--- src/ole_pkg.sv ---
// Shared types and constants for the ordered list engine.
`timescale 1ns / 1ps
package ole_pkg;

  localparam int OLE_CAPACITY   = 16;
  localparam int OLE_VALUE_BITS = 32;
  localparam int OLE_POS_BITS   = 5;

  typedef enum logic [2:0] {
    ST_OK       = 3'd0,
    ST_FULL     = 3'd1,
    ST_EMPTY    = 3'd2,
    ST_BADPOS   = 3'd3,
    ST_NOTFOUND = 3'd4
  } ole_status_t;

  typedef enum logic [2:0] {
    RQ_INS_FRONT = 3'd0,
    RQ_INS_POS   = 3'd1,
    RQ_INS_END   = 3'd2,
    RQ_DEL_FRONT = 3'd3,
    RQ_DEL_END   = 3'd4,
    RQ_DEL_POS   = 3'd5,
    RQ_UPDATE    = 3'd6,
    RQ_NONE      = 3'd7
  } ole_req_t;

  typedef enum logic [1:0] {
    K_INS = 2'd0,
    K_DEL = 2'd1,
    K_UPD = 2'd2,
    K_NOP = 2'd3
  } ole_kind_t;

  typedef enum logic [1:0] {
    W_FRONT = 2'd0,
    W_POS   = 2'd1,
    W_END   = 2'd2
  } ole_where_t;

  typedef struct packed {
    ole_kind_t               kind;
    ole_where_t              where;
    logic [OLE_POS_BITS-1:0] pos;
  } ole_ctl_t;

endpackage

--- src/ole_ram.sv ---
// Generic single-write, single-read RAM with registered read data.
`timescale 1ns / 1ps
module ole_ram #(
  parameter int WIDTH = 32,
  parameter int DEPTH = 16
) (
  input  logic                     clk,
  input  logic                     we,
  input  logic [$clog2(DEPTH)-1:0] waddr,
  input  logic [WIDTH-1:0]         wdata,
  input  logic [$clog2(DEPTH)-1:0] raddr,
  output logic [WIDTH-1:0]         rdata
);

  logic [WIDTH-1:0] mem [DEPTH];

  always_ff @(posedge clk) begin
    if (we) begin
      mem[waddr] <= wdata;
    end
    rdata <= mem[raddr];
  end

endmodule

--- src/ole_front.sv ---
// Front end: decodes requests and normalizes values into queue commands.
`timescale 1ns / 1ps
module ole_front import ole_pkg::*; #(
  parameter int VALUE_BITS = OLE_VALUE_BITS
) (
  input  logic                         in_push,
  output logic                         in_full,
  input  logic [2:0]                   in_req_type,
  input  logic signed [31:0]           in_value,
  input  logic signed [31:0]           in_new_value,
  input  logic [OLE_POS_BITS-1:0]      in_position,
  output logic                         q_push,
  input  logic                         q_full,
  output ole_ctl_t                     q_ctl,
  output logic [VALUE_BITS-1:0]        q_v,
  output logic [VALUE_BITS-1:0]        q_nv
);

  ole_req_t req;

  assign req     = ole_req_t'(in_req_type);
  assign q_push  = in_push && !q_full;
  assign in_full = q_full;
  assign q_v     = VALUE_BITS'(in_value);
  assign q_nv    = VALUE_BITS'(in_new_value);

  always_comb begin
    q_ctl.pos = in_position;
    case (req)
      RQ_INS_FRONT: begin q_ctl.kind = K_INS; q_ctl.where = W_FRONT; end
      RQ_INS_POS:   begin q_ctl.kind = K_INS; q_ctl.where = W_POS;   end
      RQ_INS_END:   begin q_ctl.kind = K_INS; q_ctl.where = W_END;   end
      RQ_DEL_FRONT: begin q_ctl.kind = K_DEL; q_ctl.where = W_FRONT; end
      RQ_DEL_END:   begin q_ctl.kind = K_DEL; q_ctl.where = W_END;   end
      RQ_DEL_POS:   begin q_ctl.kind = K_DEL; q_ctl.where = W_POS;   end
      RQ_UPDATE:    begin q_ctl.kind = K_UPD; q_ctl.where = W_FRONT; end
      default:      begin q_ctl.kind = K_NOP; q_ctl.where = W_FRONT; end
    endcase
  end

endmodule

--- src/ole_cmdq.sv ---
// Two-entry command queue between the front end and the list sequencer.
`timescale 1ns / 1ps
module ole_cmdq #(
  parameter int WIDTH = 8
) (
  input  logic             clk,
  input  logic             rst_n,
  input  logic             push,
  input  logic [WIDTH-1:0] wdata,
  output logic             full,
  input  logic             pop,
  output logic [WIDTH-1:0] rdata,
  output logic             empty
);

  logic [WIDTH-1:0] slot_r [2];
  logic             wptr_r, wptr_nxt;
  logic             rptr_r, rptr_nxt;
  logic [1:0]       cnt_r, cnt_nxt;

  assign full  = (cnt_r == 2'd2);
  assign empty = (cnt_r == 2'd0);
  assign rdata = slot_r[rptr_r];

  always_comb begin
    wptr_nxt = push ? ~wptr_r : wptr_r;
    rptr_nxt = pop  ? ~rptr_r : rptr_r;
    cnt_nxt  = cnt_r + 2'(push) - 2'(pop);
  end

  always_ff @(posedge clk) begin
    if (!rst_n) begin
      wptr_r <= 1'b0;
      rptr_r <= 1'b0;
      cnt_r  <= 2'd0;
    end else begin
      wptr_r <= wptr_nxt;
      rptr_r <= rptr_nxt;
      cnt_r  <= cnt_nxt;
    end
  end

  always_ff @(posedge clk) begin
    if (push) begin
      slot_r[wptr_r] <= wdata;
    end
  end

endmodule

--- src/ole_back.sv ---
// Back end: sequencer that walks and edits the linked list in RAM.
`timescale 1ns / 1ps
module ole_back import ole_pkg::*; #(
  parameter int CAPACITY   = OLE_CAPACITY,
  parameter int VALUE_BITS = OLE_VALUE_BITS
) (
  input  logic                              clk,
  input  logic                              rst_n,
  input  logic                              cmd_valid,
  input  ole_ctl_t                          cmd_ctl,
  input  logic [VALUE_BITS-1:0]             cmd_v,
  input  logic [VALUE_BITS-1:0]             cmd_nv,
  output logic                              cmd_pop,
  output logic                              res_valid,
  input  logic                              res_pop,
  output ole_status_t                       res_status,
  output logic [$clog2(CAPACITY+1)-1:0]     res_count,
  output logic signed [VALUE_BITS-1:0]      res_removed
);

  localparam int SW = $clog2(CAPACITY);
  localparam int LW = $clog2(CAPACITY + 1);
  localparam int PW = ((LW > OLE_POS_BITS) ? LW : OLE_POS_BITS) + 1;
  localparam logic [LW-1:0] CAP_L = LW'(CAPACITY);

  typedef enum logic [10:0] {
    S_IDLE   = 11'b000_0000_0001,
    S_ALLOC  = 11'b000_0000_0010,
    S_INS_W  = 11'b000_0000_0100,
    S_WISSUE = 11'b000_0000_1000,
    S_WALK   = 11'b000_0001_0000,
    S_INS_A  = 11'b000_0010_0000,
    S_INS_B  = 11'b000_0100_0000,
    S_DEL_A  = 11'b000_1000_0000,
    S_DEL_B  = 11'b001_0000_0000,
    S_UPD_I  = 11'b010_0000_0000,
    S_UPD    = 11'b100_0000_0000
  } state_t;

  state_t                state_r, state_nxt;
  logic [SW-1:0]         head_r, head_nxt;
  logic [LW-1:0]         len_r, len_nxt;
  logic [LW-1:0]         fresh_r, fresh_nxt;
  logic [LW-1:0]         fcnt_r, fcnt_nxt;
  logic [SW-1:0]         fhead_r, fhead_nxt;
  logic [SW-1:0]         cur_r, cur_nxt;
  logic [SW-1:0]         prev_r, prev_nxt;
  logic [SW-1:0]         pprev_r, pprev_nxt;
  logic [SW-1:0]         slot_r, slot_nxt;
  logic [LW-1:0]         n_r, n_nxt;
  logic [PW-1:0]         p_r, p_nxt;
  logic                  del_r, del_nxt;
  logic [VALUE_BITS-1:0] v_r, v_nxt;
  logic [VALUE_BITS-1:0] nv_r, nv_nxt;
  logic                  ov_r, ov_nxt;
  ole_status_t           ost_r, ost_nxt;
  logic [LW-1:0]         ocnt_r, ocnt_nxt;
  logic [VALUE_BITS-1:0] orem_r, orem_nxt;

  logic                  lk_we, en_we;
  logic [SW-1:0]         lk_waddr, lk_wdata, lk_raddr, lk_rdata;
  logic [SW-1:0]         en_waddr, en_raddr;
  logic [VALUE_BITS-1:0] en_wdata, en_rdata;
  logic [PW-1:0]         p_w, len_e;

  ole_ram #(.WIDTH(SW), .DEPTH(CAPACITY)) u_link (
    .clk(clk), .we(lk_we), .waddr(lk_waddr), .wdata(lk_wdata),
    .raddr(lk_raddr), .rdata(lk_rdata)
  );

  ole_ram #(.WIDTH(VALUE_BITS), .DEPTH(CAPACITY)) u_entry (
    .clk(clk), .we(en_we), .waddr(en_waddr), .wdata(en_wdata),
    .raddr(en_raddr), .rdata(en_rdata)
  );

  assign res_valid   = ov_r;
  assign res_status  = ost_r;
  assign res_count   = ocnt_r;
  assign res_removed = orem_r;

  assign len_e = PW'(len_r);

  // Resolve the 1-based target position from the request form
  always_comb begin
    case (cmd_ctl.where)
      W_FRONT: p_w = PW'(1);
      W_END:   p_w = (cmd_ctl.kind == K_INS) ? len_e + PW'(1) : len_e;
      W_POS:   p_w = PW'(cmd_ctl.pos);
      default: p_w = PW'(cmd_ctl.pos);
    endcase
  end

  // Read ports follow the link read data during walks, so each step reads the next entry
  always_comb begin
    if (state_r == S_WALK || state_r == S_UPD) begin
      lk_raddr = lk_rdata;
    end else if (state_r == S_IDLE) begin
      lk_raddr = fhead_r;
    end else begin
      lk_raddr = cur_r;
    end
    if (state_r == S_UPD) begin
      en_raddr = lk_rdata;
    end else if (state_r == S_DEL_A) begin
      en_raddr = prev_r;
    end else begin
      en_raddr = cur_r;
    end
  end

  always_comb begin
    state_nxt = state_r;
    head_nxt  = head_r;
    len_nxt   = len_r;
    fresh_nxt = fresh_r;
    fcnt_nxt  = fcnt_r;
    fhead_nxt = fhead_r;
    cur_nxt   = cur_r;
    prev_nxt  = prev_r;
    pprev_nxt = pprev_r;
    slot_nxt  = slot_r;
    n_nxt     = n_r;
    p_nxt     = p_r;
    del_nxt   = del_r;
    v_nxt     = v_r;
    nv_nxt    = nv_r;
    ov_nxt    = (ov_r && !res_pop);
    ost_nxt   = ost_r;
    ocnt_nxt  = ocnt_r;
    orem_nxt  = orem_r;
    cmd_pop   = 1'b0;
    lk_we     = 1'b0;
    lk_waddr  = slot_r;
    lk_wdata  = cur_r;
    en_we     = 1'b0;
    en_waddr  = slot_r;
    en_wdata  = v_r;

    case (state_r)
      S_IDLE: begin
        if (cmd_valid && !ov_r) begin
          cmd_pop  = 1'b1;
          ost_nxt  = ST_OK;
          ocnt_nxt = len_r;
          orem_nxt = '0;
          v_nxt    = cmd_v;
          nv_nxt   = cmd_nv;
          p_nxt    = p_w;
          cur_nxt  = head_r;
          case (cmd_ctl.kind)
            K_INS: begin
              if (len_r == CAP_L) begin
                ost_nxt = ST_FULL;
                ov_nxt  = 1'b1;
              end else if (p_w == '0 || p_w > len_e + PW'(1)) begin
                ost_nxt = ST_BADPOS;
                ov_nxt  = 1'b1;
              end else if (fcnt_r != '0) begin
                slot_nxt  = fhead_r;
                state_nxt = S_ALLOC;
              end else begin
                slot_nxt  = fresh_r[SW-1:0];
                fresh_nxt = fresh_r + LW'(1);
                state_nxt = S_INS_W;
              end
            end
            K_DEL: begin
              if (len_r == '0) begin
                ost_nxt = ST_EMPTY;
                ov_nxt  = 1'b1;
              end else if (p_w == '0 || p_w > len_e) begin
                ost_nxt = ST_BADPOS;
                ov_nxt  = 1'b1;
              end else begin
                n_nxt     = LW'(p_w);
                del_nxt   = 1'b1;
                state_nxt = S_WISSUE;
              end
            end
            K_UPD: begin
              if (len_r == '0) begin
                ost_nxt = ST_EMPTY;
                ov_nxt  = 1'b1;
              end else begin
                n_nxt     = len_r;
                state_nxt = S_UPD_I;
              end
            end
            default: begin
              ov_nxt = 1'b1;
            end
          endcase
        end
      end
      S_ALLOC: begin
        // pop the recycled slot off the free chain
        fhead_nxt = lk_rdata;
        fcnt_nxt  = fcnt_r - LW'(1);
        state_nxt = S_INS_W;
      end
      S_INS_W: begin
        en_we = 1'b1;
        if (p_r == PW'(1)) begin
          lk_we     = 1'b1;
          lk_wdata  = head_r;
          head_nxt  = slot_r;
          len_nxt   = len_r + LW'(1);
          ocnt_nxt  = len_r + LW'(1);
          ov_nxt    = 1'b1;
          state_nxt = S_IDLE;
        end else begin
          cur_nxt   = head_r;
          n_nxt     = LW'(p_r - PW'(1));
          del_nxt   = 1'b0;
          state_nxt = S_WISSUE;
        end
      end
      S_WISSUE: begin
        state_nxt = S_WALK;
      end
      S_WALK: begin
        pprev_nxt = prev_r;
        prev_nxt  = cur_r;
        cur_nxt   = lk_rdata;
        n_nxt     = n_r - LW'(1);
        if (n_r == LW'(1)) begin
          state_nxt = del_r ? S_DEL_A : S_INS_A;
        end
      end
      S_INS_A: begin
        lk_we     = 1'b1;
        state_nxt = S_INS_B;
      end
      S_INS_B: begin
        lk_we     = 1'b1;
        lk_waddr  = prev_r;
        lk_wdata  = slot_r;
        len_nxt   = len_r + LW'(1);
        ocnt_nxt  = len_r + LW'(1);
        ov_nxt    = 1'b1;
        state_nxt = S_IDLE;
      end
      S_DEL_A: begin
        // prev holds the victim, cur its successor
        if (p_r == PW'(1)) begin
          head_nxt = cur_r;
        end else begin
          lk_we    = 1'b1;
          lk_waddr = pprev_r;
        end
        state_nxt = S_DEL_B;
      end
      S_DEL_B: begin
        lk_we     = 1'b1;
        lk_waddr  = prev_r;
        lk_wdata  = fhead_r;
        fhead_nxt = prev_r;
        fcnt_nxt  = fcnt_r + LW'(1);
        len_nxt   = len_r - LW'(1);
        ocnt_nxt  = len_r - LW'(1);
        orem_nxt  = en_rdata;
        ov_nxt    = 1'b1;
        state_nxt = S_IDLE;
      end
      S_UPD_I: begin
        state_nxt = S_UPD;
      end
      S_UPD: begin
        if (en_rdata == v_r) begin
          en_we     = 1'b1;
          en_waddr  = cur_r;
          en_wdata  = nv_r;
          ov_nxt    = 1'b1;
          state_nxt = S_IDLE;
        end else if (n_r == LW'(1)) begin
          ost_nxt   = ST_NOTFOUND;
          ov_nxt    = 1'b1;
          state_nxt = S_IDLE;
        end else begin
          cur_nxt = lk_rdata;
          n_nxt   = n_r - LW'(1);
        end
      end
      default: begin
        state_nxt = S_IDLE;
      end
    endcase
  end

  always_ff @(posedge clk) begin
    if (!rst_n) begin
      state_r <= S_IDLE;
      head_r  <= '0;
      len_r   <= '0;
      fresh_r <= '0;
      fcnt_r  <= '0;
      fhead_r <= '0;
      ov_r    <= 1'b0;
    end else begin
      state_r <= state_nxt;
      head_r  <= head_nxt;
      len_r   <= len_nxt;
      fresh_r <= fresh_nxt;
      fcnt_r  <= fcnt_nxt;
      fhead_r <= fhead_nxt;
      ov_r    <= ov_nxt;
    end
  end

  always_ff @(posedge clk) begin
    cur_r   <= cur_nxt;
    prev_r  <= prev_nxt;
    pprev_r <= pprev_nxt;
    slot_r  <= slot_nxt;
    n_r     <= n_nxt;
    p_r     <= p_nxt;
    del_r   <= del_nxt;
    v_r     <= v_nxt;
    nv_r    <= nv_nxt;
    ost_r   <= ost_nxt;
    ocnt_r  <= ocnt_nxt;
    orem_r  <= orem_nxt;
  end

endmodule

--- src/ordered_list_engine_unit.sv ---
// Top level of the ordered list engine: front end, command queue, sequencer.
`timescale 1ns / 1ps
// A bounded singly linked list of signed values held in two RAMs (values and
// next-links). Requests enter through a two-entry command queue, so new
// requests are taken while the sequencer works and while a result waits.
// Each request yields one result: status, entry count and removed value.
// The time a request takes is set by the sequencer's list walk, one linked
// entry per cycle over the single link RAM read port; rejected requests,
// undefined codes and inserts at the front skip the walk. No clearing pass
// runs after reset.
module ordered_list_engine_unit import ole_pkg::*; #(
  parameter int CAPACITY   = OLE_CAPACITY,
  parameter int VALUE_BITS = OLE_VALUE_BITS
) (
  input  logic                    clk,
  input  logic                    rst_n,
  input  logic                    push,
  output logic                    full,
  input  logic [2:0]              in_req_type,
  input  logic signed [31:0]      in_value,
  input  logic signed [31:0]      in_new_value,
  input  logic [OLE_POS_BITS-1:0] in_position,
  output logic                    empty,
  input  logic                    pop,
  output logic [2:0]              out_status,
  output logic [4:0]              out_entry_count,
  output logic signed [31:0]      out_removed_value
);

  localparam int LW = $clog2(CAPACITY + 1);
  localparam int QW = $bits(ole_ctl_t) + 2 * VALUE_BITS;

  logic                         q_push, q_full, q_empty, q_pop;
  ole_ctl_t                     f_ctl, b_ctl;
  logic [VALUE_BITS-1:0]        f_v, f_nv, b_v, b_nv;
  logic [QW-1:0]                q_rdata;
  logic                         res_valid;
  ole_status_t                  res_status;
  logic [LW-1:0]                res_count;
  logic signed [VALUE_BITS-1:0] res_removed;

  ole_front #(.VALUE_BITS(VALUE_BITS)) u_front (
    .in_push(push), .in_full(full), .in_req_type(in_req_type),
    .in_value(in_value), .in_new_value(in_new_value), .in_position(in_position),
    .q_push(q_push), .q_full(q_full), .q_ctl(f_ctl), .q_v(f_v), .q_nv(f_nv)
  );

  ole_cmdq #(.WIDTH(QW)) u_cmdq (
    .clk(clk), .rst_n(rst_n), .push(q_push), .wdata({f_ctl, f_v, f_nv}),
    .full(q_full), .pop(q_pop), .rdata(q_rdata), .empty(q_empty)
  );

  assign {b_ctl, b_v, b_nv} = q_rdata;

  ole_back #(.CAPACITY(CAPACITY), .VALUE_BITS(VALUE_BITS)) u_back (
    .clk(clk), .rst_n(rst_n), .cmd_valid(!q_empty), .cmd_ctl(b_ctl),
    .cmd_v(b_v), .cmd_nv(b_nv), .cmd_pop(q_pop), .res_valid(res_valid),
    .res_pop(pop), .res_status(res_status), .res_count(res_count),
    .res_removed(res_removed)
  );

  assign empty             = !res_valid;
  assign out_status        = res_status;
  assign out_entry_count   = 5'(res_count);
  assign out_removed_value = 32'(res_removed);

endmodule

--- config.mk ---
export PLATFORM = sky130hd
export DESIGN_NAME = ordered_list_engine_unit
export DESIGN_NICKNAME = d
export VERILOG_FILES = /design/src/ole_pkg.sv /design/src/ole_ram.sv /design/src/ole_front.sv /design/src/ole_cmdq.sv /design/src/ole_back.sv /design/src/ordered_list_engine_unit.sv
export SDC_FILE = /design/constraint.sdc
export NUM_CORES = 1
export LEC_CHECK = 0
export BUFFER_PORTS_ARGS = -buffer_cell sky130_fd_sc_hd__buf_2
export CORE_MARGIN = 2
export CORE_UTILIZATION = 35
export DETAILED_ROUTE_END_ITERATION = 16
export PLACE_DENSITY = 0.56
export SLEW_MARGIN = 20
export SYNTH_ARGS = -nofsm -noshare
export SYNTH_HDL_FRONTEND = slang
export SYNTH_HIERARCHICAL = 1
export SYNTH_SLANG_ARGS = --single-unit
--- constraint.sdc ---
create_clock -name clk -period 12.53 [get_ports clk]
set_clock_uncertainty 0.15 [all_clocks]
set_input_delay 0.6265 -clock clk [delete_from_list [all_inputs] [get_ports clk]]
set_output_delay 0.6265 -clock clk [all_outputs]
set_load 0.005 [all_outputs]
* Word-level counts from Yosys, hierarchy flattened
Memory sizes are Yosys's and may differ from the RTL's. A register that Yosys moved wholly into a read port is not among the register bits.
Cells that the tools add are included.
** Storage, ports and cells
- RAM bits :: 722
- Register bits :: 171
- Memories :: 3
- Bits of input ports :: 76
- Logic and storage cells :: 220
** Cells by class
- Multiplexer cells :: 96
- Add/subtract/negate cells :: 10
- Reduce and logical (&&, ||, !) cells :: 39
- Bitwise logic cells :: 5
- Equality and inequality tests :: 43
- $lt $le $gt $ge :: 2
** Memory list
- u_back.u_entry.mem :: words 16, width 32, read ports 1, clocked after memory_dff 1, wr ports 1, line ole_ram.sv:15 : logic [WIDTH-1:0] mem [DEPTH];
- u_cmdq.slot_r :: words 2, width 73, read ports 1, clocked after memory_dff 1, wr ports 1, line ole_cmdq.sv:16 : logic [WIDTH-1:0] slot_r [2];
- u_back.u_link.mem :: words 16, width 4, read ports 1, clocked after memory_dff 1, wr ports 1, line ole_ram.sv:15
** Operator list (number)
- $mux W11 :: 9
- $pmux W11 S9 :: 1
- $mux W32 :: 3
- $pmux W32 S2 :: 1
- $mux W4 :: 15
- $mux W5 :: 9
- $pmux W5 S4 :: 2
- $pmux W11 S3 :: 1
- $eq A32 B32 Y1 :: 1
- $pmux W4 S7 :: 1
- $mux W1 :: 27
- $pmux W4 S2 :: 3
- $ne A3 B3 Y1 const B :: 7
- $pmux W5 S2 :: 2
- $sub A5 B1 Y5 const B :: 4
- $mux W3 :: 6
- $ne A2 B2 Y1 const B :: 9
- $reduce_and A9 Y1 :: 2
- $pmux W4 S4 :: 1
- $add A5 B1 Y5 const B :: 3
- $pmux W5 S3 :: 1
- $pmux W4 S3 :: 1
- $pmux W6 S2 :: 1
- $reduce_and A6 Y1 :: 2
- 52 further kinds :: 83

* Longest topological paths before layout
Gate-level depths: netlist of the first run.
- Depth after elaboration :: 10
- Depth in mapped cells :: 17
- Mapped depth without buffers :: 14

* Modules after synthesis
Netlist of the first run, hierarchy kept.
** By module, submodules not included
- ole_ram (u_back.u_entry) :: cells each 838, instances 1, area each 19835.3 um^2
- ole_back :: cells each 743, instances 1, area each 8530.7 um^2
- ole_cmdq :: cells each 248, instances 1, area each 5845.6 um^2
- ole_ram (u_back.u_link) :: cells each 130, instances 1, area each 2666.3 um^2
- ole_front :: cells each 76, instances 1, area each 571.8 um^2
- ordered_list_engine_unit :: cells each 2, instances 1, area each 7.5 um^2

* Worst setup path after synthesis of the first run
OpenSTA, ideal clock, no wires.
- Path type :: register -> register
- Start point :: reg u_back.v_r[11]
- End point :: mem u_back.u_entry.mem[0][0] (enable)
- Required time :: 11919 ps
- Library setup time :: 461 ps
- Path slack :: 7281 ps
- Stages on the path, launching flop included :: 10
- Period minus slack after synthesis :: 5249 ps
- Arrival :: 4638 ps
- Cells stage by stage :: edfxtp_1 xor2_1 nor4_1 nand4_1 nor2_1 nand2_1 buf_2 mux2_2 or3b_2 nor3_1
** RTL lines
- start: declaration :: line ole_back.sv:53 : logic [VALUE_BITS-1:0] v_r, v_nxt;
- start signal: assignment :: line ole_back.sv:318 : v_r <= v_nxt;
- $eq A32 B32 Y1 :: line ole_back.sv:269 : if (en_rdata == v_r) begin
- $mux W4 :: line ole_back.sv:269
- $mux W4 :: line ole_back.sv:139 : case (state_r)
- via u_back.en_waddr[2] :: line ole_back.sv:62 : logic [SW-1:0] en_waddr, en_raddr;
- end: declaration :: line ole_ram.sv:15
The timed path passes the listed nets, and every way through them passes these cells.

* Final worst setup path of the first run
- Start point :: reg u_back.u_entry.rdata[30], read port of u_back.u_entry.mem
- End point :: mem u_back.u_entry.mem[0][18] (enable)
** RTL lines
- start: declaration :: line ole_ram.sv:12 : output logic [WIDTH-1:0] rdata
- $eq A32 B32 Y1 :: line ole_back.sv:269
- $mux W4 :: line ole_back.sv:269
- $mux W4 :: line ole_back.sv:139
- via u_back.en_waddr[2] :: line ole_back.sv:62
The timed path passes the listed nets, and every way through them passes these cells.

==> results of run 1 <==
layout make-up:
type                    instances  area, sq um
fillers                      9455        63600
flip-flops and latches        929        27100
diodes                          2         5.00
repair buffers                212         1570
clock buffers                 128         2550
well taps                    1403         1760
multi-input cells             923         9320
clock inverters                43          523
inverters                      32          121
metrics by stage:
| stage | area, sq um | setup slack [ns] | power (uW) |
|---|---|---|---|
| after floorplan | 37500 | 7.28 | 5970 |
| after global placement | 39200 | 6.85 | 6810 |
| after detailed placement | 39300 | 7.00 | 6880 |
| after CTS | 43000 | 6.95 | 9690 |
| after global routing | 43000 | 7.23 | 10000 |
| final | 43000 | 7.43 | 9570 |
synthesized netlist by cell type (12+ instances only):
master / instances
mux4_2: 130
buf_4: 80
o211ai_1: 12
nand3_1: 27
xnor2_1: 18
mux2i_1: 12
nor4_1: 12
a21oi_1: 30
buf_2: 16
nand2_1: 115
and2_1: 39
edfxtp_1: 854
mux4_1: 14
a22oi_1: 83
mux2_2: 44
xor2_1: 41
clkbuf_1: 33
buf_1: 13
ha_1: 29
mux2_4: 70
nor3_1: 25
dfxtp_1: 75
o21ai_0: 24
inv_1: 30
nor2_1: 73
power by group through the flow:
stage	sequential, uW	combinational (uW)	clock [uW]
floorplan	4330	1640	0
global placement	4450	2360	0
detailed placement	4450	2430	0
CTS	4390	2450	2840
global route	4420	2620	2960
finish	4390	2410	2770
kinds of logic (layout without fill, tap and decap cells):
logic type / after synthesis / in the layout / synth area share [%]
muxes: 270 / 270 / 13.2
DFF: 929 / 929 / 72.5
and+or+nand+nor: 366 / 366 / 5.03
buffers and inverters: 185 / 415 / 3.12
other: 0 / 2 / 0
AOI/OAI and AO/OA: 197 / 197 / 3.67
adders and majority gates: 30 / 30 / 1.02
xor gates and xnor gates: 60 / 60 / 1.44
flip-flops by register name, summed over array words and instances, names as in the netlist, 5 cells and up, named ones only:
name,cells
u_back/len_r,5
u_back/res_count,5
u_back/v_r,32
u_back/res_removed,32
u_back/u_entry/rdata,32
u_back/p_r,6
u_back/nv_r,32
u_back/state_r,11
u_back/fcnt_r,5
u_back/u_entry/mem,512
u_back/u_link/mem,64
u_cmdq/slot_r,146
u_back/n_r,5
worst max path at each step:
stage / endpoint / slack, ns / depth (start not counted)
2_1_floorplan: u_back/u_entry/mem[0][0] / 7.28 / 9
3_3_place_gp: u_back/u_entry/mem[6][13] / 6.85 / 8
3_5_place_dp: u_back/u_entry/mem[0][10] / 7.00 / 9
4_1_cts: u_back/u_entry/mem[0][13] / 6.95 / 9
5_1_grt: u_back/u_entry/mem[6][29] / 7.23 / 9
6_report: u_back/u_entry/mem[0][18] / 7.43 / 9
routing by layer:
layer,share of wire (%),track usage (%)
met4,2.4,4.57
met5,0,0
met2,47,25.3
met1,44,22.3
met3,6.1,2.45
worst max-delay path, cell delays in order (launching register included):
cell and delay, ns:
dfxtp_1 0.54, xor2_1 0.13, nor4_1 0.65, nand4_1 0.16, nor2_1 0.73, nand2_4 0.58
mux2_2 0.48, or3b_2 0.60, nor3_2 0.16, buf_4 0.52
==> flow_summary.toml, run 1 <==
[clock_tree]
cts_buffer_depth = 3
cts_setup_buffers = 0
htree_levels = 3
cts_tree = "yes"
clkLatencyLatePin_ns = 0.67
cts-root-buf = "clkbuf_16"
cts.sinks = 929
cts_inserted_buffers = 94
clkTransAtPathRegs_ns = 0.06
cts-resized-gates = 0
cts.hold.buffers_added = 58

[grt]
grt_max_degree = 129
grtUsageTotal_pct = 15.8
grt_pass1_wl_um = 128000
grt_overflow_total = 0
antenna_found_initial = 3
grt_pass1_vias = 19434

[die]
pin_count = 118
fp.dieArea_sq_um = 110000
fp.dieW_um = 331
die_y_um = 331
initial_core_util_pct = 35.1
coreArea_sq_um = 107000
rows = 120

[synthesis]
syn_inst = 2037
synth_edf_count = 854
ys_async_sr_fraction_pct = 0
synth_nets = 2143
synth.area.top_cells = "edfxtp_1 (68%), mux4_2 (7.8%), dfxtp_1 (4.0%)"
seq_area_frac_synth_pct = 72.5
synth.distinct_cells = 82
yosysWarnings = 6
ys_seq_elements = 929
syn_area_sq_um = 37500
synth.largest_area_cell = "edfxtp_1"
synth_top_area_share_pct = 68.5
ys.flop_type = "edfxtp_1"
synth_area_per_cell_sq_um = 18.4

[power_and_ir_drop]
p_switching_uw = 2890
combinationalPowerShare_pct = 25.2
swShare_pct = 30.2
clockPowerShare_pct = 29.0
cellPowerDensity_nw_per_um2 = 223
seq_power_share_pct = 45.8
p_int_uw = 6680
ir_drop_mv = 0.159
leakage_uw = 0.0143

[place]
hpwl_um = 54800
numPortBuffers = 117
finalWeightedCongestion = 0.801
dp.cells = 3440

[worst_setup_path]
startpoint = "u_back/u_entry/rdata[30]"
critical_path_class = "reg2reg"
worstSetupEndpointType = "register"
worstSetupStartpointType = "register"
r2r_cells = 9
rr_startpoint = "u_back/u_entry/rdata[30]"
arrival_ns = 5.23
rr_endpoint = "u_back/u_entry/mem[0][18]"
critPathRequiredTime_ns = 12.66
path_max_fanout = 36
r2r_slack_ns = 7.43

[layout]
final_nets = 2298
fin_util_pct = 40.3
drive_above_1_share_pct = 25.6
area_growth_pct = 14.8
fin_cells = 3672
final_cell_mix = "edfxtp_1 (854), mux4_2 (130), buf_2 (117), nand2_1 (113), clkbuf_16 (94)"
final_common_cell = "edfxtp_1"

[timing]
setup_viol_count_final = 0
fin_tns_setup_ns = 0
max_freq_mhz = 196
min_period_over_period_pct = 40.7
rsz0062_at_grt = "false"
tightest_slew_ns = 1.07
relSlewSlack_pct = 28.5
period_needed_ns = 5.10
slew_violations = 0
hold_ws_ns = 0.0420
finalHoldViolCount = 0

[detailed_routing]
drt_iter0_drc = 1595
wl_um = 86400
firstDrtPassIters = 5
wl_per_cell_um = 23.5
drc_errors = 0
num_vias = 18854
antenna_left = 0
via_per_inst = 5.13

[min_path]
hold_class = "in2reg"
min_from = "in_new_value[6]"
holdPathStages = 1
min_to = "u_cmdq/slot_r[0][6]"

[status]
status = "complete, no violations"

[run]
cap_violations = 0
Note: power is estimated with default switching activity, not from simulation.
==> run 2: changes to the inputs <==
- ABC_AREA: not set -> 1
- PLACE_DENSITY: 0.56 -> 0.58
- clock period: 12.53 -> 4.4 ns (I/O delays scaled with it)
==> run 2 against run 1 <==
Effect of this change:
- sequential cell count unchanged
- sequential power grew to 2.8 times the previous value
- synthesized cell count up 80%
- via count increased by 36%
- highest routed layer unchanged
==> flow_summary.toml, run 2 <==
[status]
status = "complete, no violations"

[detailed_routing]
wl_met2_um = 44500
dr.max_layer_used = "met4"
num_vias = 25644
drc_errors = 0
firstDrtPassIters = 7
via_per_inst = 4.74
wl_um = 96900
drt_iter0_drc = 2145
antenna_left = 0
met1_length_um = 44600
routed-wl-met3_um = 5260
wl_per_cell_um = 17.9

[synthesis]
synth_common_cells = "nand2_1 (929), edfxtp_1 (854), inv_1 (571)"
synth_top_area_share_pct = 62.6
ys_async_sr_fraction_pct = 0
synth.most_common_cell = "nand2_1"
synth.area.top_cells = "edfxtp_1 (63%), nand2_1 (8.5%), nand3_1 (5.8%)"
ys.flop_type = "edfxtp_1"
synth_nets = 3779
synth-xor-area-share_pct = 0.681
synthSimpleGateAreaFrac_pct = 17.1
syn_inst = 3673
synth_top_family_by_area = "simple AND/OR/NAND/NOR gates"
yosysWarnings = 6
synth_fa_ha_area_share_pct = 0.935
seq_area_frac_synth_pct = 66.3
ys_seq_elements = 929
synth_edf_count = 854
synth.largest_area_cell = "edfxtp_1"
synth-compound-area-share_pct = 2.20
synthMuxAreaShare_pct = 3.42
synth.distinct_cells = 62
syn_area_sq_um = 40900
synth_area_per_cell_sq_um = 11.1

[clock_tree]
clkTransAtPathRegs_ns = 0.06
htree_levels = 3
cts.sinks = 929
cts_inserted_buffers = 91
cts_tree = "yes"
cts_buffer_depth = 3
clkLatencyLatePin_ns = 0.66
cts-resized-gates = 0
cts-root-buf = "clkbuf_16"

[timing]
relSlewSlack_pct = 29.1
max_freq_mhz = 264
fin_tns_setup_ns = 0
min_period_over_period_pct = 85.9
fin_ws_ns = 0.619
finalHoldViolCount = 0
tightest_slew_ns = 1.06
setup_viol_count_final = 0
slew_violations = 0
period_needed_ns = 3.78
rsz0062_at_grt = "false"

[layout]
fin_cells = 5414
largest_register_ffs = 512
fill_cells = 10978
reg.largest.list = "u_back/u_entry/mem: 512 flops, u_cmdq/slot_r: 146 flops, u_back/u_link/mem: 64 flops"
fin_util_pct = 40.0
final_common_cell = "nand2_1"
drive_above_1_share_pct = 12.8
area_growth_pct = 13.4
largest-register = "u_back/u_entry/mem"
final_nets = 3919
final_cell_mix = "nand2_1 (929), edfxtp_1 (854), inv_1 (568), nand3_1 (477), nor2_1 (128)"

[worst_setup_path]
worstSetupEndpointType = "register"
worstSetupStartpointType = "register"
critPathRequiredTime_ns = 4.59
path_max_fanout = 21
arrival_ns = 3.97
critical_path_class = "reg2reg"

[place]
post-place-ws_ns = 0.542
numPortBuffers = 117
dp.cells = 5167
finalWeightedCongestion = 0.861
hpwl_um = 61000

[grt]
grtUsageTotal_pct = 15.8
grt_pass1_wl_um = 148000
grt_max_degree = 142
grt_overflow_total = 0
grt_pass1_vias = 24715
antenna_found_initial = 3

[power_and_ir_drop]
cellPowerDensity_nw_per_um2 = 635
leakage_uw = 0.0189
ir_drop_mv = 0.804

[die]
rows = 125
fp.dieW_um = 346
fp.dieArea_sq_um = 120000
pin_count = 118
coreArea_sq_um = 116000
initial_core_util_pct = 35.3
die_y_um = 346

[run]
cap_violations = 0

[min_path]
hold_class = "in2reg"
[run 2: cell types whose count changed in the layout (fill, tap and decap cells not counted), moves of 27 or more]
| cell | before | now |
|---|---|---|
| nand3_1 | 27 | 477 |
| mux4_2 | 130 | 0 |
| a22oi_1 | 83 | 1 |
| nand2_1 | 113 | 929 |
| and2_1 | 38 | 1 |
| buf_4 | 28 | 55 |
| mux2_2 | 44 | 7 |
| inv_1 | 29 | 568 |
| o21ai_0 | 20 | 51 |
| nor2_1 | 60 | 128 |
| xor2_1 | 41 | 6 |
[run 2: cell families after synthesis]
family,after synthesis
mux,95
buf+inv,808
compound gates,154
flops,929
xor+xnor,31
fa+ha+maj,30
simple gates,1626
[run 2: worst max-delay path, stage by stage (launching register included)]
cell	delay, ns
dfxtp_1	0.32
inv_1	0.24
or2_2	0.17
nand4_1	0.08
nor2_1	0.11
nand2_1	0.14
nor2_1	0.27
and2_1	0.29
nand2_4	0.12
o21ai_0	0.39
nand2_1	0.35
nor2_4	0.55
buf_12	0.27
[run 2: report_power, final]
group | leakage (uW) | internal (uW) | switching, uW
Clock | 0.00143 | 4350 | 3280
Sequential | 0.00841 | 11600 | 587
Combinational | 0.00909 | 2900 | 6720
[run 2: area by class of cell]
class	count	area [sq um]	share of cell area, %
sequential	929	27100	58.5
multi-input combinational	1936	10100	21.8
clock buffer	132	2560	5.52
inverter	590	2230	4.81
timing repair buffer	265	2090	4.50
tap	1524	1910	4.11
clock inverter	37	340	0.733
antenna	1	2.50	0.00539
[run 2: final timing paths]
kind,slack (ns),cells past startpoint,end,start
max,0.62,12,u_back/u_entry/mem[2][22],u_back/u_entry/rdata[21]
min,0.13,2,u_cmdq/slot_r[1][43],in_value[11]
max reg2reg,0.62,12,u_back/u_entry/mem[2][22],u_back/u_entry/rdata[21]
min reg2reg,0.31,0,u_back/pprev_r[1],u_back/prev_r[1]
[run 2: per-layer routing]
metal,GRT usage (%),up-vias
met5,0,-
met4,5.26,0
met3,1.93,135
met2,25.2,729
met1,22.4,12410
li1,-,12370
[run 2: repair_timing]
item,4_1_cts,5_1_grt
hold buffers,77,0
endpoints found under the hold margin,169,0
buffers inserted,0,0
setup endpoints to repair,0,0
[run 2: stage by stage]
step                      total power, uW  instance area (sq um)  hold slack, ns
after floorplan                     18700                  40900           0.163
after global placement              21900                  42700           0.257
after detailed placement            21900                  42700           0.261
after CTS                           29700                  46400          0.0897
after global routing                31000                  46400           0.115
final                               29500                  46400           0.135
